[config.mk]
export PLATFORM = sky130hd
export DESIGN_NAME = handle_pool_allocator_compactor_top_flat
export DESIGN_NICKNAME = d
export VERILOG_FILES = /design/src/hpac_pkg.sv /design/src/hpac_req_if.sv /design/src/hpac_rsp_if.sv /design/src/handle_pool_allocator_compactor_top.sv /design/src/hpac_ram.sv /design/src/hpac_ctrl.sv /design/src/flat_wrapper.sv
export SDC_FILE = /design/constraint.sdc
export NUM_CORES = 1
export LEC_CHECK = 0
export BUFFER_PORTS_ARGS = -buffer_cell sky130_fd_sc_hd__clkbuf_2
export CAP_MARGIN = 20
export CORE_UTILIZATION = 56
export CTS_CLUSTER_DIAMETER = 60
export DETAILED_ROUTE_END_ITERATION = 10
export PLACE_DENSITY = 0.76
export SKIP_LAST_GASP = 1
export SLEW_MARGIN = 25
export SYNTH_ARGS = -nofsm -noshare
export SYNTH_HDL_FRONTEND = slang
export SYNTH_SLANG_ARGS = --single-unit
[constraint.sdc]
create_clock -name clk -period 3.3 [get_ports clk]
set_clock_uncertainty 0.15 [all_clocks]
set_input_delay 0.165 -clock clk [delete_from_list [all_inputs] [get_ports clk]]
set_output_delay 0.165 -clock clk [all_outputs]
set_load 0.01 [all_outputs]
[src/hpac_pkg.sv]
// ----------------------------------------------------------------------------
// hpac_pkg
// Shared types, widths and codes for the handle pool allocator / compactor.
// ----------------------------------------------------------------------------
package hpac_pkg;

  localparam int SLOTS    = 8;
  localparam int SLOT_W   = (SLOTS > 1) ? $clog2(SLOTS) : 1;
  localparam int CNT_W    = $clog2(SLOTS + 1);
  localparam int OPCODE_W = 2;
  localparam int HANDLE_W = 3;
  localparam int STATUS_W = 2;
  localparam int COUNT_FW = 4;

  typedef logic [SLOT_W-1:0] slot_t;
  typedef logic [CNT_W-1:0]  cnt_t;

  typedef enum logic [OPCODE_W-1:0] {
    OP_CREATE  = 2'd0,
    OP_RELEASE = 2'd1,
    OP_COMPACT = 2'd2,
    OP_NONE    = 2'd3
  } opcode_t;

  typedef enum logic [STATUS_W-1:0] {
    ST_OK          = 2'd0,
    ST_FULL        = 2'd1,
    ST_NOT_HELD    = 2'd2,
    ST_NOT_PENDING = 2'd3
  } status_t;

  typedef enum logic [2:0] {
    S_IDLE,
    S_CREATE,
    S_RELEASE,
    S_CP_SCAN,
    S_CP_RD_HI,
    S_CP_WR_LO,
    S_CP_WR_HI,
    S_RESP
  } state_t;

  // one read and one write port request toward a table memory
  typedef struct packed {
    logic  we;
    slot_t waddr;
    slot_t wdata;
    slot_t raddr;
  } mem_req_t;

endpackage

[src/hpac_req_if.sv]
// ----------------------------------------------------------------------------
// hpac_req_if
// Request channel: opcode and handle with a valid/ready handshake.
// ----------------------------------------------------------------------------
interface hpac_req_if;
  logic                          valid;
  logic                          ready;
  logic [hpac_pkg::OPCODE_W-1:0] opcode;
  logic [hpac_pkg::HANDLE_W-1:0] handle;

  modport source (output valid, output opcode, output handle, input ready);
  modport sink (input valid, input opcode, input handle, output ready);
endinterface

[src/hpac_rsp_if.sv]
// ----------------------------------------------------------------------------
// hpac_rsp_if
// Response channel: one result per request with a valid/ready handshake.
// ----------------------------------------------------------------------------
interface hpac_rsp_if;
  logic                          valid;
  logic                          ready;
  logic [hpac_pkg::STATUS_W-1:0] status;
  logic [hpac_pkg::HANDLE_W-1:0] granted_handle;
  logic [hpac_pkg::HANDLE_W-1:0] slot_index;
  logic [hpac_pkg::COUNT_FW-1:0] used_count;
  logic [hpac_pkg::COUNT_FW-1:0] moves_done;

  modport source (output valid, output status, output granted_handle, output slot_index,
                  output used_count, output moves_done, input ready);
  modport sink (input valid, input status, input granted_handle, input slot_index,
                input used_count, input moves_done, output ready);
endinterface

[src/handle_pool_allocator_compactor_top.sv]
// ----------------------------------------------------------------------------
// handle_pool_allocator_compactor_top
// Fixed pool of entries with stable handles, a free stack and compaction.
// ----------------------------------------------------------------------------
// usage:
//   req carries opcode (create, release, compact) and the handle to release;
//   rsp returns one result per request: status, granted or released handle,
//   its slot, the held count after the operation and the moves of a compact.
//   create and release do one table read of the handle-to-slot memory,
//   then the update. a compact scans for a swap before each move and once
//   more at the end; each move is two reads and two writes on the
//   slot-owner memory. full pool, nothing pending and the spare opcode
//   answer straight from idle, with no table read.
//   one request is in flight at a time; req.ready is high only while idle.
//   the result sits in an output register; if rsp is stalled the finished
//   result is parked and req.ready stays low until rsp takes a transfer.
//   reset is synchronous; the tables come up with every slot unused and each
//   handle in its own slot at once, with no clearing pass.
// ----------------------------------------------------------------------------
module handle_pool_allocator_compactor_top (
  input logic        clk,
  input logic        rst,
  hpac_req_if.sink   req,
  hpac_rsp_if.source rsp
);
  import hpac_pkg::*;

  mem_req_t owner_req;
  mem_req_t hslot_req;
  slot_t    owner_rdata;
  slot_t    hslot_rdata;

  hpac_ctrl u_ctrl (
    .clk         (clk),
    .rst         (rst),
    .req         (req),
    .rsp         (rsp),
    .owner_req   (owner_req),
    .owner_rdata (owner_rdata),
    .hslot_req   (hslot_req),
    .hslot_rdata (hslot_rdata)
  );

  // slot -> owning handle
  hpac_ram #(
    .DEPTH (SLOTS),
    .WIDTH (SLOT_W)
  ) u_owner_ram (
    .clk   (clk),
    .rst   (rst),
    .we    (owner_req.we),
    .waddr (owner_req.waddr),
    .wdata (owner_req.wdata),
    .raddr (owner_req.raddr),
    .rdata (owner_rdata)
  );

  // handle -> slot holding its entry
  hpac_ram #(
    .DEPTH (SLOTS),
    .WIDTH (SLOT_W)
  ) u_hslot_ram (
    .clk   (clk),
    .rst   (rst),
    .we    (hslot_req.we),
    .waddr (hslot_req.waddr),
    .wdata (hslot_req.wdata),
    .raddr (hslot_req.raddr),
    .rdata (hslot_rdata)
  );

endmodule

[src/hpac_ram.sv]
// ----------------------------------------------------------------------------
// hpac_ram
// Single write / single read synchronous RAM; read data comes the cycle after the address.
// Entries never written since reset read back as their own address.
// ----------------------------------------------------------------------------
module hpac_ram #(
  parameter  int DEPTH = 8,
  parameter  int WIDTH = 3,
  localparam int AW    = (DEPTH > 1) ? $clog2(DEPTH) : 1
) (
  input  logic             clk,
  input  logic             rst,
  input  logic             we,
  input  logic [AW-1:0]    waddr,
  input  logic [WIDTH-1:0] wdata,
  input  logic [AW-1:0]    raddr,
  output logic [WIDTH-1:0] rdata
);

  logic [WIDTH-1:0] mem [DEPTH];
  logic [DEPTH-1:0] written;
  logic [WIDTH-1:0] rdata_q;
  logic             written_q;
  logic [AW-1:0]    raddr_q;

  always_ff @(posedge clk) begin
    if (we) begin
      mem[waddr] <= wdata;
    end
    rdata_q <= mem[raddr];
    raddr_q <= raddr;
  end

  always_ff @(posedge clk) begin
    if (rst) begin
      written   <= '0;
      written_q <= 1'b0;
    end else begin
      if (we) begin
        written[waddr] <= 1'b1;
      end
      written_q <= written[raddr];
    end
  end

  // identity contents until an entry is first written
  assign rdata = written_q ? rdata_q : WIDTH'(raddr_q);

endmodule

[src/hpac_ctrl.sv]
// ----------------------------------------------------------------------------
// hpac_ctrl
// Sequencer for create / release / compact: used-slot map, free stack,
// counters, table read-modify-write and the result register.
// ----------------------------------------------------------------------------
module hpac_ctrl (
  input  logic               clk,
  input  logic               rst,
  hpac_req_if.sink           req,
  hpac_rsp_if.source         rsp,
  output hpac_pkg::mem_req_t owner_req,
  input  hpac_pkg::slot_t    owner_rdata,
  output hpac_pkg::mem_req_t hslot_req,
  input  hpac_pkg::slot_t    hslot_rdata
);
  import hpac_pkg::*;

  state_t state, state_next;

  // an invalidated slot behaves exactly like an unused one, so one bit per slot
  logic [SLOTS-1:0] used, used_next;
  slot_t            free_stack [SLOTS];
  cnt_t             depth, depth_next;
  cnt_t             held, held_next;
  logic             pending, pending_next;
  logic             push;
  logic [HANDLE_W-1:0] cur_handle, cur_handle_next;
  slot_t            lo, lo_next, hi, hi_next;
  slot_t            owner_lo, owner_lo_next, owner_hi, owner_hi_next;
  cnt_t             moves, moves_next;

  logic                fin_valid;
  status_t             fin_status;
  logic [HANDLE_W-1:0] fin_handle;
  logic [HANDLE_W-1:0] fin_slot;
  logic [COUNT_FW-1:0] fin_moves;

  status_t             res_status;
  logic [HANDLE_W-1:0] res_handle;
  logic [HANDLE_W-1:0] res_slot;
  logic [COUNT_FW-1:0] res_moves;

  logic                out_valid;
  status_t             out_status;
  logic [HANDLE_W-1:0] out_handle;
  logic [HANDLE_W-1:0] out_slot;
  logic [COUNT_FW-1:0] out_used;
  logic [COUNT_FW-1:0] out_moves;
  logic                out_free;

  cnt_t  top_idx;
  slot_t free_top;
  logic  full;
  logic  h_in_range;
  logic  have_lo, have_hi, do_swap;
  slot_t scan_lo, scan_hi;

  assign top_idx    = depth - 1'b1;
  assign free_top   = free_stack[top_idx[SLOT_W-1:0]];
  assign full       = (depth == '0) || (held >= CNT_W'(SLOTS));
  assign h_in_range = 32'(req.handle) < SLOTS;
  assign out_free   = !out_valid || rsp.ready;

  // lowest hole and highest used slot
  always_comb begin
    have_lo = 1'b0;
    scan_lo = '0;
    for (int i = SLOTS - 1; i >= 0; i--) begin
      if (!used[i]) begin
        have_lo = 1'b1;
        scan_lo = SLOT_W'(i);
      end
    end
    have_hi = 1'b0;
    scan_hi = '0;
    for (int i = 0; i < SLOTS; i++) begin
      if (used[i]) begin
        have_hi = 1'b1;
        scan_hi = SLOT_W'(i);
      end
    end
    do_swap = have_lo && have_hi && (scan_lo < scan_hi);
  end

  always_ff @(posedge clk) begin
    if (rst) begin
      state <= S_IDLE;
    end else begin
      state <= state_next;
    end
  end

  always_comb begin
    state_next      = state;
    used_next       = used;
    depth_next      = depth;
    held_next       = held;
    pending_next    = pending;
    push            = 1'b0;
    cur_handle_next = cur_handle;
    lo_next         = lo;
    hi_next         = hi;
    owner_lo_next   = owner_lo;
    owner_hi_next   = owner_hi;
    moves_next      = moves;
    fin_valid       = 1'b0;
    fin_status      = ST_OK;
    fin_handle      = '0;
    fin_slot        = '0;
    fin_moves       = '0;
    owner_req       = '0;
    hslot_req       = '0;

    case (state)
      S_IDLE: begin
        if (req.valid) begin
          cur_handle_next = req.handle;
          moves_next      = '0;
          case (opcode_t'(req.opcode))
            OP_CREATE: begin
              if (full) begin
                fin_valid  = 1'b1;
                fin_status = ST_FULL;
              end else begin
                hslot_req.raddr = free_top;
                cur_handle_next = HANDLE_W'(free_top);
                state_next      = S_CREATE;
              end
            end
            OP_RELEASE: begin
              if (!h_in_range) begin
                fin_valid  = 1'b1;
                fin_status = ST_NOT_HELD;
                fin_handle = req.handle;
              end else begin
                hslot_req.raddr = SLOT_W'(req.handle);
                state_next      = S_RELEASE;
              end
            end
            OP_COMPACT: begin
              if (!pending) begin
                fin_valid  = 1'b1;
                fin_status = ST_NOT_PENDING;
              end else begin
                state_next = S_CP_SCAN;
              end
            end
            default: begin
              fin_valid = 1'b1;
            end
          endcase
        end
      end
      S_CREATE: begin
        depth_next             = depth - 1'b1;
        held_next              = held + 1'b1;
        used_next[hslot_rdata] = 1'b1;
        fin_valid              = 1'b1;
        fin_handle             = cur_handle;
        fin_slot               = HANDLE_W'(hslot_rdata);
      end
      S_RELEASE: begin
        fin_valid  = 1'b1;
        fin_handle = cur_handle;
        if (!used[hslot_rdata]) begin
          fin_status = ST_NOT_HELD;
        end else begin
          used_next[hslot_rdata] = 1'b0;
          if (depth < CNT_W'(SLOTS)) begin
            push       = 1'b1;
            depth_next = depth + 1'b1;
          end
          if (held != '0) begin
            held_next = held - 1'b1;
          end
          pending_next = 1'b1;
          fin_slot     = HANDLE_W'(hslot_rdata);
        end
      end
      S_CP_SCAN: begin
        if (do_swap) begin
          lo_next         = scan_lo;
          hi_next         = scan_hi;
          owner_req.raddr = scan_lo;
          state_next      = S_CP_RD_HI;
        end else begin
          pending_next = 1'b0;
          fin_valid    = 1'b1;
          fin_moves    = COUNT_FW'(moves);
        end
      end
      S_CP_RD_HI: begin
        owner_req.raddr = hi;
        owner_lo_next   = owner_rdata;
        state_next      = S_CP_WR_LO;
      end
      S_CP_WR_LO: begin
        // entry at hi moves down into the hole at lo
        owner_hi_next   = owner_rdata;
        owner_req.we    = 1'b1;
        owner_req.waddr = lo;
        owner_req.wdata = owner_rdata;
        hslot_req.we    = 1'b1;
        hslot_req.waddr = owner_rdata;
        hslot_req.wdata = lo;
        state_next      = S_CP_WR_HI;
      end
      S_CP_WR_HI: begin
        // the hole's owner goes up to hi
        owner_req.we    = 1'b1;
        owner_req.waddr = hi;
        owner_req.wdata = owner_lo;
        hslot_req.we    = 1'b1;
        hslot_req.waddr = owner_lo;
        hslot_req.wdata = hi;
        used_next[lo]   = 1'b1;
        used_next[hi]   = 1'b0;
        moves_next      = moves + 1'b1;
        state_next      = S_CP_SCAN;
      end
      S_RESP: begin
        fin_valid  = 1'b1;
        fin_status = res_status;
        fin_handle = res_handle;
        fin_slot   = res_slot;
        fin_moves  = res_moves;
      end
      default: begin
        state_next = S_IDLE;
      end
    endcase

    if (fin_valid) begin
      state_next = out_free ? S_IDLE : S_RESP;
    end
  end

  always_ff @(posedge clk) begin
    if (rst) begin
      used    <= '0;
      depth   <= CNT_W'(SLOTS);
      held    <= '0;
      pending <= 1'b0;
      for (int i = 0; i < SLOTS; i++) begin
        free_stack[i] <= SLOT_W'(SLOTS - 1 - i);
      end
    end else begin
      used    <= used_next;
      depth   <= depth_next;
      held    <= held_next;
      pending <= pending_next;
      if (push) begin
        free_stack[depth[SLOT_W-1:0]] <= SLOT_W'(cur_handle);
      end
    end
  end

  always_ff @(posedge clk) begin
    cur_handle <= cur_handle_next;
    lo         <= lo_next;
    hi         <= hi_next;
    owner_lo   <= owner_lo_next;
    owner_hi   <= owner_hi_next;
    moves      <= moves_next;
    if (fin_valid && !out_free) begin
      res_status <= fin_status;
      res_handle <= fin_handle;
      res_slot   <= fin_slot;
      res_moves  <= fin_moves;
    end
    if (fin_valid && out_free) begin
      out_status <= fin_status;
      out_handle <= fin_handle;
      out_slot   <= fin_slot;
      out_used   <= COUNT_FW'(held_next);
      out_moves  <= fin_moves;
    end
  end

  always_ff @(posedge clk) begin
    if (rst) begin
      out_valid <= 1'b0;
    end else if (fin_valid && out_free) begin
      out_valid <= 1'b1;
    end else if (rsp.ready) begin
      out_valid <= 1'b0;
    end
  end

  assign req.ready          = (state == S_IDLE);
  assign rsp.valid          = out_valid;
  assign rsp.status         = out_status;
  assign rsp.granted_handle = out_handle;
  assign rsp.slot_index     = out_slot;
  assign rsp.used_count     = out_used;
  assign rsp.moves_done     = out_moves;

`ifndef NO_ASSERTIONS
  a_count_balance: assert property (@(posedge clk) disable iff (rst)
    (32'(held) + 32'(depth)) == SLOTS)
    else $error("held and free counts do not add up to the pool size");

  a_used_map: assert property (@(posedge clk) disable iff (rst)
    $countones(used) == 32'(held))
    else $error("used slot map disagrees with held count");

  a_swap_owners: assert property (@(posedge clk) disable iff (rst)
    (state == S_CP_WR_HI) |-> (owner_hi != owner_lo))
    else $error("compaction swap reads the same owner twice");

  a_swap_order: assert property (@(posedge clk) disable iff (rst)
    (state == S_CP_RD_HI) |-> (lo < hi) && !used[lo] && used[hi])
    else $error("compaction moves an entry outward or into a used slot");
`endif

endmodule

[src/flat_wrapper.sv]
// flat-port wrapper written by rule: the top's interface ports become plain ports
module handle_pool_allocator_compactor_top_flat import hpac_pkg::*;
  (clk, rst, req_valid, req_opcode, req_handle, req_ready, rsp_valid, rsp_status, rsp_granted_handle, rsp_slot_index, rsp_used_count, rsp_moves_done, rsp_ready);
  hpac_req_if req_i ();
  hpac_rsp_if rsp_i ();
  input logic clk;
  input logic rst;
  input wire logic [$bits(req_i.valid)-1:0] req_valid;
  input wire logic [$bits(req_i.opcode)-1:0] req_opcode;
  input wire logic [$bits(req_i.handle)-1:0] req_handle;
  output wire logic [$bits(req_i.ready)-1:0] req_ready;
  output wire logic [$bits(rsp_i.valid)-1:0] rsp_valid;
  output wire logic [$bits(rsp_i.status)-1:0] rsp_status;
  output wire logic [$bits(rsp_i.granted_handle)-1:0] rsp_granted_handle;
  output wire logic [$bits(rsp_i.slot_index)-1:0] rsp_slot_index;
  output wire logic [$bits(rsp_i.used_count)-1:0] rsp_used_count;
  output wire logic [$bits(rsp_i.moves_done)-1:0] rsp_moves_done;
  input wire logic [$bits(rsp_i.ready)-1:0] rsp_ready;
  assign req_i.valid = req_valid;
  assign req_i.opcode = req_opcode;
  assign req_i.handle = req_handle;
  assign req_ready = req_i.ready;
  assign rsp_valid = rsp_i.valid;
  assign rsp_status = rsp_i.status;
  assign rsp_granted_handle = rsp_i.granted_handle;
  assign rsp_slot_index = rsp_i.slot_index;
  assign rsp_used_count = rsp_i.used_count;
  assign rsp_moves_done = rsp_i.moves_done;
  assign rsp_i.ready = rsp_ready;
  handle_pool_allocator_compactor_top u_core (.clk(clk), .rst(rst), .req(req_i), .rsp(rsp_i));
endmodule
# After elaboration in Yosys (flattened, before gate mapping)

Memory sizes are Yosys's and may differ from the RTL's. A register that Yosys moved wholly into a read port is not among the register bits.
Cells that the tools add are included.

Memories: 3
Memory bits (read-only): 0
Logic and storage cells: 222
Flip-flop bits (word level): 89
Latch bits: 0
RAM bits: 72

Equality and inequality tests: 18
Reductions and logical operators: 33
Bitwise operators: 8
Multiplexer cells: 114
Order comparisons: 15
Divide/modulo/power cells: 0
$add $sub $neg: 5
Multipliers: 0
Shift operators: 0

Memories:

| name                     | depth | width | read ports | clocked after Yosys merged registers in | write ports | line            | source |
|---|---|---|---|---|---|---|---|
| u_core.u_ctrl.free_stack | 8     | 3     | 1          | 0                                       | 8           | hpac_ctrl.sv:22 | `slot_t free_stack [SLOTS];` |
| u_core.u_hslot_ram.mem   | 8     | 3     | 1          | 1                                       | 1           | hpac_ram.sv:20  | `logic [WIDTH-1:0] mem [DEPTH];` |
| u_core.u_owner_ram.mem   | 8     | 3     | 1          | 1                                       | 1           | hpac_ram.sv:20  |  |

Operators with widths:

| cell                                                              | number |
|---|---|
| two-way mux 3 bit                                                 | 31 |
| two-way mux 1 bit                                                 | 47 |
| bitwise OR 8 bit                                                  | 4 |
| one-hot mux 4 bit (2 select lines)                                | 4 |
| less-than comparator 3 x 4 -> 1 bit, second input constant        | 7 |
| one-hot mux 7 bit (2 select lines)                                | 2 |
| two-way mux 4 bit                                                 | 6 |
| one-hot mux 8 bit (3 select lines)                                | 1 |
| one-hot mux 3 bit (2 select lines)                                | 3 |
| one-hot mux 3 bit (3 select lines)                                | 2 |
| bitwise AND 8 bit                                                 | 2 |
| inverter 8 bit                                                    | 2 |
| demux 1 bit (select 3 bit)                                        | 5 |
| greater-or-equal comparator 3 x 1 -> 1 bit, second input constant | 5 |
| one-hot mux 3 bit (5 select lines)                                | 1 |
| adder 4 x 1 -> 4 bit, second input constant                       | 3 |
| equality test 3 bit, second input constant                        | 4 |
| binary-select mux 1 bit (select 3 bit)                            | 3 |
| logical AND 1 bit                                                 | 9 |
| two-way mux 8 bit                                                 | 1 |
| inequality test 2 bit, second input constant                      | 4 |
| inequality test 4 bit, second input constant                      | 2 |
| AND reduction 2 bit                                               | 4 |
| nonzero test 2 bit                                                | 4 |
| 28 further kinds                                                  | 37 |

# Logic depth before layout (Yosys ltp)

Gate-level depths: netlist of the first run.

Depth in word-level cells: 14
Depth in mapped cells: 12
Gate-level depth less buffers: 10

# Cells and area by module

A second synthesis of the first run with hierarchy kept.

Cells, all modules: 646
Area total of the unflattened synthesis: 7876.3 um^2

By module, submodules not included:

| module                         | sequential area each (um^2) | instances | area an instance (um^2) | cells an instance |
|---|---|---|---|---|
| hpac_ctrl                      | 2462.4                      | 1         | 4906.0                  | 474 |
| hpac_ram at u_core.u_owner_ram | 1021.0                      | 1         | 1486.4                  | 86 |
| hpac_ram at u_core.u_hslot_ram | 1021.0                      | 1         | 1483.9                  | 86 |

# Worst setup path after synthesis of the first run

OpenSTA, ideal clock, no wires.

Path type: register to register
Start: register u_core.u_ctrl.used[4]
End: register u_core.u_ctrl.out_handle[0] (netlist: u_core.u_ctrl.rsp.granted_handle[0]) (enable)
Cell stages (with the launch flop): 9
Library setup time: 390 ps
Slack: -172 ps
Clock period less this slack: 3472 ps
Arrival: 2932 ps
Path buffers: 1
Cell sequence: dfxtp_1 clkbuf_1 a41oi_1 ha_1 nand2_1 o32a_1 and2_1 o31a_1 nor2b_1

Longest elaborated chain between the ends: 10
Elaborated cells between the ends (all ways): 24
Those cells by class: 1 x order compare; 20 x mux; 3 x reduce/logical

RTL lines:

| item                               | line             | source |
|---|---|---|
| start, declared                    | hpac_ctrl.sv:21  | `logic [SLOTS-1:0] used, used_next;` |
| start signal, assigned             | hpac_ctrl.sv:248 | `used <= used_next;` |
| two-way mux 3 bit (5 in a row)     | hpac_ctrl.sv:69  | `if (!used[i]) begin` |
| named net u_core.u_ctrl.scan_lo[2] | hpac_ctrl.sv:56  | `slot_t scan_lo, scan_hi;` |
| less-than comparator 3 bit         | hpac_ctrl.sv:82  | `do_swap = have_lo && have_hi && (scan_lo < scan_hi);` |
| logical AND 1 bit                  | hpac_ctrl.sv:82  |  |
| two-way mux 1 bit                  | hpac_ctrl.sv:181 | `if (do_swap) begin` |
| one-hot mux 1 bit (3 select lines) | hpac_ctrl.sv:114 | `case (state)` |
| logical AND 1 bit                  | hpac_ctrl.sv:271 | `if (fin_valid && out_free) begin` |
| end signal, assigned               | hpac_ctrl.sv:273 | `out_handle <= fin_handle;` |
| end, declared                      | hpac_ctrl.sv:45  | `logic [HANDLE_W-1:0] out_handle;` |

The timed path passes the listed nets, and every way through them passes these cells.
A chain may end at the register's enable or synchronous reset.

# Final worst setup path of the first run

Start: register u_core.u_ctrl.used[2]
End: register u_core.u_owner_ram.rdata_q[1], read port of u_core.u_owner_ram.mem

Elaborated cells between the ends (all ways): 23
Those cells by class: 1 x order compare; 20 x mux; 2 x reduce/logical

RTL lines:

| item                                 | line             | source |
|---|---|---|
| two-way mux 3 bit * (3 in a row)     | hpac_ctrl.sv:69  |  |
| named net u_core.u_ctrl.scan_lo[2]   | hpac_ctrl.sv:56  |  |
| less-than comparator 3 bit           | hpac_ctrl.sv:82  |  |
| logical AND 1 bit                    | hpac_ctrl.sv:82  |  |
| two-way mux 3 bit *                  | hpac_ctrl.sv:181 |  |
| one-hot mux 3 bit (2 select lines) * | hpac_ctrl.sv:114 |  |
| end, declared                        | hpac_ram.sv:22   | `logic [WIDTH-1:0] rdata_q;` |

Mark *: on every way through the listed nets, which the timed path passes. The rest lies on a longest branch.

==> metrics, run 1 <==
Post-CTS Setup Bufs=0; DRC=0; Mapped Nets=686; crit end category=flop; TritonCTS clock tree=done; core area=0.0134 sq mm; Layout area overhead=15.0%; minimum clock period=3170 ps; grt ovf=0; VDD IR max=418 uV; fraction of layout cells with a size suffix above 1=18.4%; number of max-cap violations=0; Routed Antenna Nets=0; total power=6.74 mW; global-route wire length before repair=29.2 mm; Post-synth EDFFs=116; critical path's largest stage delay=500 ps; required time worst endpoint=3470 ps; fmax=316 MHz; Initial DRT Pass Iterations=5; clock latency on the worst-skew pair=440 ps; Tcrit/Tclk final=96.0%; Top FF cell, synth=edfxtp_1; Slew Limit Fails=0; # diodes=0; commonest non-fill, non-tap cell in the layout=edfxtp_1; Root Buffer=clkbuf_16; die height=120 um; clock slew at reported path FFs=60 ps; largest fanout on the critical path=9; Slew HR=32.1%; io pins=27; Starting DRT DRC Count=707; number of vias per cell=6.30; Clock H-tree levels=4; Post-Syn Area per Cell=11.7 sq um; placed insts=868; total clock sinks=167; wirelength, routed=18.2 mm; Arr. time, crit path=3340 ps; Seq/Total Area, Yosys=57.9%; die width=120 um; CP top delay family=compound AO/OA/AOI/OAI gates; flops & latches, synth=167; Mapped Cells=665; Starting Density=58.1%; DR vias=5695; Final HPWL DP=12.7 mm; nature of the critical path startpoint=flop; cell area after synthesis=0.00778 sq mm; slowest stage cell, crit path=mux4_2; Yosys Warn Count=0; final worst slack=134 ps; Hold WC Path Type=input port to flop; row cnt=42; fin nets=736; Setup TNS Final=0 ps; wire per inst=20.1 um; crit-path cells=nand4_1 -> a41oi_2 -> ha_1 -> a221o_1 -> nor4_2 -> a32o_1 -> buf_12 -> mux4_2 -> mux2_2; Buf+Inv Stages, Crit Path=1; share of synthesized flip-flops with an asynchronous set or reset=0%; number of setup violations in the final report=0; Place WS=20.3 ps; CTS max path bufs=2; P_leak=3.20 nW; die area=0.0144 sq mm; Final Hold Viols=0; Port Buffers=26; GRT Total Usage=26.9%; placer's final routability congestion estimate=0.874; worst setup path class=flop to flop; Layout Cells excl Fill=904; Worst Tran Pin Value=1010 ps; vias in the first global route=5742; outcome=completed; Netlist cell types=70; pin count of the biggest net entering global routing=43; Pwr Density=753 mW/mm^2; most frequent cells in the layout=edfxtp_1, nor2_1, dfxtp_1, nand2_1, buf_4; cts bufs inserted=17; initial antenna violation count=0
[stage by stage]
step,utilization (%),hold WS (ps),cell area (sq um)
6_report,66.8,67.7,8950
5_1_grt,66.8,79.6,8950
4_1_cts,66.5,46.4,8920
3_5_place_dp,61.9,308,8290
3_3_place_gp,61.9,302,8290
2_1_floorplan,-,229,7790
[per-layer routing]
layer	global-route usage, %	vias to the layer above	share of wire, %
met5	0	-	0
met4	11.5	0	2.1
met3	5.51	39	8.2
met2	45.2	327	49
met1	33.8	2723	41
li1	-	2606	-
[power breakdown]
group,total [mW],switching (mW),internal (mW)
registers,2.77,0.197,2.57
clock network,1.97,0.819,1.16
logic,1.99,1.18,0.815
[flip-flops by register name, indices dropped and copies added (netlist names), 4 cells and up]
signal                        flops
u_core.u_ctrl.free_stack         24
u_core.u_hslot_ram.mem           24
u_core.u_owner_ram.mem           24
u_core.u_ctrl.used                8
u_core.u_hslot_ram.written        8
u_core.u_owner_ram.written        8
u_core.u_ctrl.depth               4
u_core.u_ctrl.held                4
u_core.u_ctrl.moves               4
u_core.u_ctrl.res_moves           4
u_core.u_ctrl.rsp.moves_done      4
u_core.u_ctrl.rsp.used_count      4
[cell families (layout without fill, tap and decap cells)]
family | count (synthesis) | after routing | synth area share (%)
buffers and inverters | 66 | 129 | 3.36
and+or+nand+nor | 231 | 231 | 14.1
AOI/OAI and AO/OA | 135 | 135 | 12.8
xor gates and xnor gates | 8 | 8 | 0.997
DFF | 167 | 167 | 57.9
adders and majority gates | 12 | 12 | 1.93
muxes | 46 | 46 | 8.94
[cells in the mapped netlist (4+ instances only)]
cell type,number,share of area [%]
mux2_2,9,1.3
o221ai_1,6,0.68
nor2_1,92,4.4
a21o_1,9,0.87
o21ai_0,12,0.77
o211ai_1,5,0.48
a21oi_1,22,1.4
xnor2_1,6,0.68
clkbuf_1,27,1.3
o32ai_1,4,0.45
a22oi_1,6,0.58
dfxtp_1,51,13
buf_2,11,0.71
nor3_1,34,2.2
nand3_1,8,0.51
mux4_2,9,2.6
ha_1,12,1.9
nand2b_1,8,0.64
edfxtp_1,116,45
mux4_1,6,2.0
nor3b_1,6,0.58
inv_1,22,1.1
a31oi_1,11,0.88
o22ai_1,5,0.40
and3_1,11,0.88
a211oi_1,7,0.68
nand2_1,46,2.2
mux2i_1,20,2.6
a22o_1,16,1.8
o21ai_1,4,0.26
nand4_1,4,0.32
[layout make-up]
type / count / area, sq um
sequential: 167 / 4500
timing repair buffer: 71 / 490
clock buffer: 24 / 504
clock inverter: 8 / 82.6
multi-input combinational: 432 / 3040
fill: 977 / 4450
tap: 176 / 220
inverter: 26 / 101
[worst register-to-register path, cell delays in order, from the launching register on]
cell and delay, ps:
dfxtp_1 350, nand4_1 170, a41oi_2 240, ha_1 290, a221o_1 350, nor4_2 310
a32o_1 280, buf_12 150, mux4_2 500, mux2_2 270
[repair_timing]
action                     CTS  global route
setup endpoints to repair    0            18
resized for setup            0             6
hold buffers                 4             0
hold endpoints to repair     4             0
[worst paths after layout]
kind,start,endpoint,slack (ps),cells past startpoint
setup / recovery,u_core.u_ctrl.used[2],u_core.u_owner_ram.rdata_q[1],130,9
hold / removal,rst,u_core.u_ctrl.free_stack[0][0],70,3
setup reg to reg,u_core.u_ctrl.used[2],u_core.u_owner_ram.rdata_q[1],130,9
hold reg to reg,u_core.u_hslot_ram.written[4],u_core.u_hslot_ram.written[4],320,2
(Power assumes the default switching activity.)
==> inputs of run 2 (changes only) <==
- CORE_UTILIZATION: 56 -> 60
- PLACE_DENSITY: 0.76 -> 0.77
- RECOVER_POWER: default -> 100
- clock period: 3.3 -> 4 ns (I/O delays scaled with it)
==> metrics, run 2 (synthesized netlist as in run 1, its figures left out) <==
total clock sinks=167; Hold EP=u_core.u_hslot_ram.raddr_q[0]; Pwr Density=611 mW/mm^2; Port Buffers=26; # diodes=0; clock latency on the worst-skew pair=430 ps; outcome=completed; M1 GR Usage=36.0%; total power=5.28 mW; hold_sp=req_handle[0]; Worst Tran Pin Value=917 ps; FF+latch area=0.00450 sq mm; slowest stage cell, crit path=nor4_1; number of max-cap violations=0; Slew Limit Fails=0; worst hold path cell count=3; commonest non-fill, non-tap cell in the layout=edfxtp_1; GR peak layer=met2; DR vias=5514; row cnt=41; Slew HR=38.8%; path depth of the worst reg2reg path=9; P_leak=3.00 nW; fmax=259 MHz; number of vias per cell=6.27; minimum clock period=3860 ps; wirelength, routed=17.3 mm; die height=116 um; Setup TNS Final=0 ps; grt ovf=0; io pins=27; worst reg2reg startpoint=u_core.u_ctrl.used[1]; Root Buffer=clkbuf_16; DRC=0; Starting DRT DRC Count=559; global-route wire length before repair=27.0 mm; worst setup path class=flop to flop; required time worst endpoint=4160 ps; Clock H-tree levels=4; crit end category=flop; Arr. time, crit path=4020 ps; Starting Density=61.6%; TritonCTS clock tree=done; number of setup violations in the final report=0; Final Hold Viols=0; post-cts repair resize count=0; cts bufs inserted=17; die width=116 um; most frequent cells in the layout=edfxtp_1, nor2_1, dfxtp_1, nand2_1, nor3_1; GRT Total Usage=27.3%; critical path's largest stage delay=490 ps; met2 usage=44.0%; nature of the critical path startpoint=flop; Place WS=292 ps; wire per inst=19.6 um; Initial DRT Pass Iterations=7; Hold WC Path Type=input port to flop; VDD IR max=379 uV; fraction of layout cells with a size suffix above 1=10.7%; clock slew at reported path FFs=60 ps; vias in the first global route=5190; FILL cells=920; Post-CTS Setup Bufs=0; CTS max path bufs=2; RSZ-0062 raised after global routing=false; final worst slack=143 ps; core area=0.0126 sq mm; placer's final routability congestion estimate=0.892; flop2flop setup slack=140 ps; pin count of the biggest net entering global routing=43; Routed Antenna Nets=0; initial antenna violation count=0; Layout area overhead=11.2%; fin util=68.5%; Tcrit/Tclk final=96.4%; hold_buf cts=3; M3 GR Usage=5.86%; Final HPWL DP=12.0 mm; crit-path cells=nand4_1 -> a41oi_1 -> ha_1 -> a221o_1 -> nor4_1 -> and2_0 -> clkbuf_1 -> a22oi_1 -> mux2_2; die area=0.0134 sq mm; top flop regs=u_core.u_ctrl.free_stack (24), u_core.u_hslot_ram.mem (24), u_core.u_owner_ram.mem (24); fin nets=716; largest fanout on the critical path=8; multi-input combinational cell area=0.00298 sq mm; capture point of the worst reg-to-reg path=u_core.u_owner_ram.rdata_q[1]
## run 2: report_power, final
| part | leakage [nW] | total, mW | switching [mW] | internal (mW) |
|---|---|---|---|---|
| combinational | 1.32 | 1.42 | 0.876 | 0.547 |
| clock | 0.275 | 1.57 | 0.628 | 0.937 |
| sequential | 1.40 | 2.29 | 0.170 | 2.12 |
| total | 3.00 | 5.28 | 1.67 | 3.61 |
## run 2: stage by stage
| stage | instances | hold WS (ps) | area [sq um] |
|---|---|---|---|
| after floorplan | 665 | 264 | 7780 |
| after global placement | 845 | 302 | 8130 |
| after detailed placement | 845 | 309 | 8130 |
| after CTS | 880 | 45.6 | 8730 |
| after global routing | 880 | 68.1 | 8650 |
| final | 880 | 63.7 | 8650 |
## run 2: critical path, delay by kind of cell, from the launching register on
kind / cells / cell delay (ps)
muxes: 1 / 360
adders and majority gates: 1 / 340
and+or+nand+nor: 3 / 990
buffers and inverters: 1 / 460
AOI/OAI and AO/OA: 3 / 1070
DFF: 1 / 370
## run 2: layer usage
| layer | vias to the layer above | wire (um) |
|---|---|---|
| met5 | - | 0 |
| met4 | 0 | 393 |
| met3 | 36 | 1260 |
| met2 | 272 | 8460 |
| met1 | 2646 | 7160 |
| li1 | 2560 | - |
## run 2: layout make-up
cell class              instances  area share, %
multi-input cells             432           34.5
clock inverters                 8          0.825
clock buffers                  24           5.82
inverters                      26           1.13
well taps                     172           2.49
repair buffers                 51           3.17
flip-flops and latches        167           52.1
## run 2: worst max path at each step
| stage | from | to | depth (start not counted) |
|---|---|---|---|
| 2_1_floorplan | u_core.u_ctrl.used[4] | u_core.u_ctrl.rsp.granted_handle[0] | 8 |
| 3_3_place_gp | u_core.u_ctrl.used[7] | u_core.u_owner_ram.rdata_q[2] | 7 |
| 3_5_place_dp | u_core.u_ctrl.used[7] | u_core.u_owner_ram.rdata_q[1] | 7 |
| 4_1_cts | u_core.u_ctrl.used[7] | u_core.u_owner_ram.rdata_q[1] | 7 |
| 5_1_grt | u_core.u_ctrl.used[7] | u_core.u_owner_ram.rdata_q[1] | 7 |
| 6_report | u_core.u_ctrl.used[1] | u_core.u_owner_ram.rdata_q[1] | 9 |
==> inputs of run 3 (changes only) <==
- BUFFER_PORTS_ARGS: -buffer_cell sky130_fd_sc_hd__clkbuf_2 -> default
- DONT_BUFFER_PORTS: default -> 1
- PLACE_DENSITY: 0.77 -> 0.76
==> metrics, run 3 (synthesized netlist as in run 1, its figures left out) <==
placed insts=816; number of setup violations in the final report=0; crit end category=flop; pin count of the biggest net entering global routing=52; wirelength, routed=17.2 mm; top flop regs=u_core.u_ctrl.free_stack (24), u_core.u_hslot_ram.mem (24), u_core.u_owner_ram.mem (24); placer's final routability congestion estimate=0.980; global-route wire length before repair=27.3 mm; Initial DRT Pass Iterations=5; Port Buffers=0; VDD IR max=462 uV; Psw=1.69 mW; Slew HR=36.2%; most frequent cells in the layout=edfxtp_1, nor2_1, dfxtp_1, nand2_1, nor3_1; GRT Total Usage=27.6%; Hold WC Path Type=input port to flop; final worst slack=289 ps; TritonCTS clock tree=done; clock share of power=28.9%; # diodes=0; Tcrit/Tclk final=92.8%; fmax=269 MHz; Internal Power=3.49 mW; number of max-cap violations=0; fin util=67.6%; die width=116 um; total clock sinks=167; Final Hold Viols=0; Routed Antenna Nets=0; Place WS=334 ps; wire per inst=20.1 um; outcome=completed; nature of the critical path startpoint=flop; minimum clock period=3710 ps; routed length on met3=1.49 mm; Layout Cells excl Fill=854; DR vias=5416; core area=0.0126 sq mm; required time worst endpoint=4210 ps; largest fanout on the critical path=10; commonest non-fill, non-tap cell in the layout=edfxtp_1; worst setup path class=flop to flop; RSZ-0062 raised after global routing=false; cts bufs inserted=17; io pins=27; P_leak=2.95 nW; initial antenna violation count=0; CTS max path bufs=2; highest metal used=met4; Layout area overhead=9.73%; row cnt=41; Logic pwr share=25.6%; Starting Density=61.6%; clock latency on the worst-skew pair=420 ps; vias in the first global route=5272; worst hold path cell count=2; Pwr Density=607 mW/mm^2; die height=116 um; Slew Limit Fails=0; grt ovf=0; Final HPWL DP=11.7 mm; met1 WL=6.98 mm; Starting DRT DRC Count=495; sw frac=32.6%; Cell Area, Placed=0.00797 sq mm; die area=0.0134 sq mm; DRC=0; Setup TNS Final=0 ps; Clock H-tree levels=4; number of vias per cell=6.34; path depth of the worst reg2reg path=9; Post-CTS Setup Bufs=0; Worst Tran Pin Value=957 ps; Arr. time, crit path=3920 ps; part of the power in registers=45.5%; clock slew at reported path FFs=60 ps; cell area after layout=0.00854 sq mm; Met2 Wirelength=8.31 mm; fraction of layout cells with a size suffix above 1=10.1%; Root Buffer=clkbuf_16; fin nets=690
run 3: cell count changes in the layout (fill, tap and decap cells not counted), sizes merged:
cell,delta
buf,-1
bufinv,-1
clkbuf,-30
clkinv,+2
clkinvlp,-1
dlygate4sd3,+2
inv,+3
run 3: power groups by stage:
| stage | clock network [mW] | registers [mW] | logic [mW] |
|---|---|---|---|
| after floorplan | 0 | 2.30 | 1.04 |
| after global placement | 0 | 2.38 | 1.28 |
| after detailed placement | 0 | 2.39 | 1.31 |
| after CTS | 1.52 | 2.35 | 1.34 |
| after global routing | 1.59 | 2.39 | 1.45 |
| final | 1.49 | 2.36 | 1.33 |
run 3: metal layers:
metal | global-route usage (%) | vias to the layer above
met5 | 0 | -
met4 | 13.2 | 0
met3 | 8.11 | 35
met2 | 44.1 | 263
met1 | 34.5 | 2609
li1 | - | 2509
run 3: what timing repair did:
action                                 CTS  global route
hold buffers                             6             0
endpoints found under the hold margin   80             0
resized for setup                        0             0
run 3: cell type report:
class | count | area [sq um]
sequential | 167 | 4500
fill | 944 | 4080
multi-input combinational | 432 | 2980
clock buffer | 21 | 472
tap | 172 | 215
timing repair buffer | 25 | 195
inverter | 26 | 97.6
clock inverter | 11 | 72.6
run 3: worst max-delay path, cell delays in order (launching register included):
cell	delay (ps)
dfxtp_1	540
inv_1	220
ha_1	300
xor2_2	390
mux4_1	690
mux2i_4	260
a2bb2oi_2	380
o22ai_1	160
mux4_2	470
nor2_1	90
run 3: final timing paths:
| path | from | endpoint | slack (ps) |
|---|---|---|---|
| worst max-delay path | u_core.u_ctrl.depth[0] | u_core.u_hslot_ram.written_q | 290 |
| worst min-delay path | req_valid | u_core.u_ctrl.moves[1] | 30 |
| worst max register to register | u_core.u_ctrl.depth[0] | u_core.u_hslot_ram.written_q | 290 |
| worst min register to register | u_core.u_owner_ram.written[0] | u_core.u_owner_ram.written[0] | 330 |
run 3: through the flow:
| stage | power, mW | hold WS [ps] |
|---|---|---|
| after floorplan | 3.34 | 264 |
| after global placement | 3.66 | 128 |
| after detailed placement | 3.70 | 129 |
| after CTS | 5.22 | 31.1 |
| after global routing | 5.43 | 76.1 |
| final | 5.18 | 34.6 |
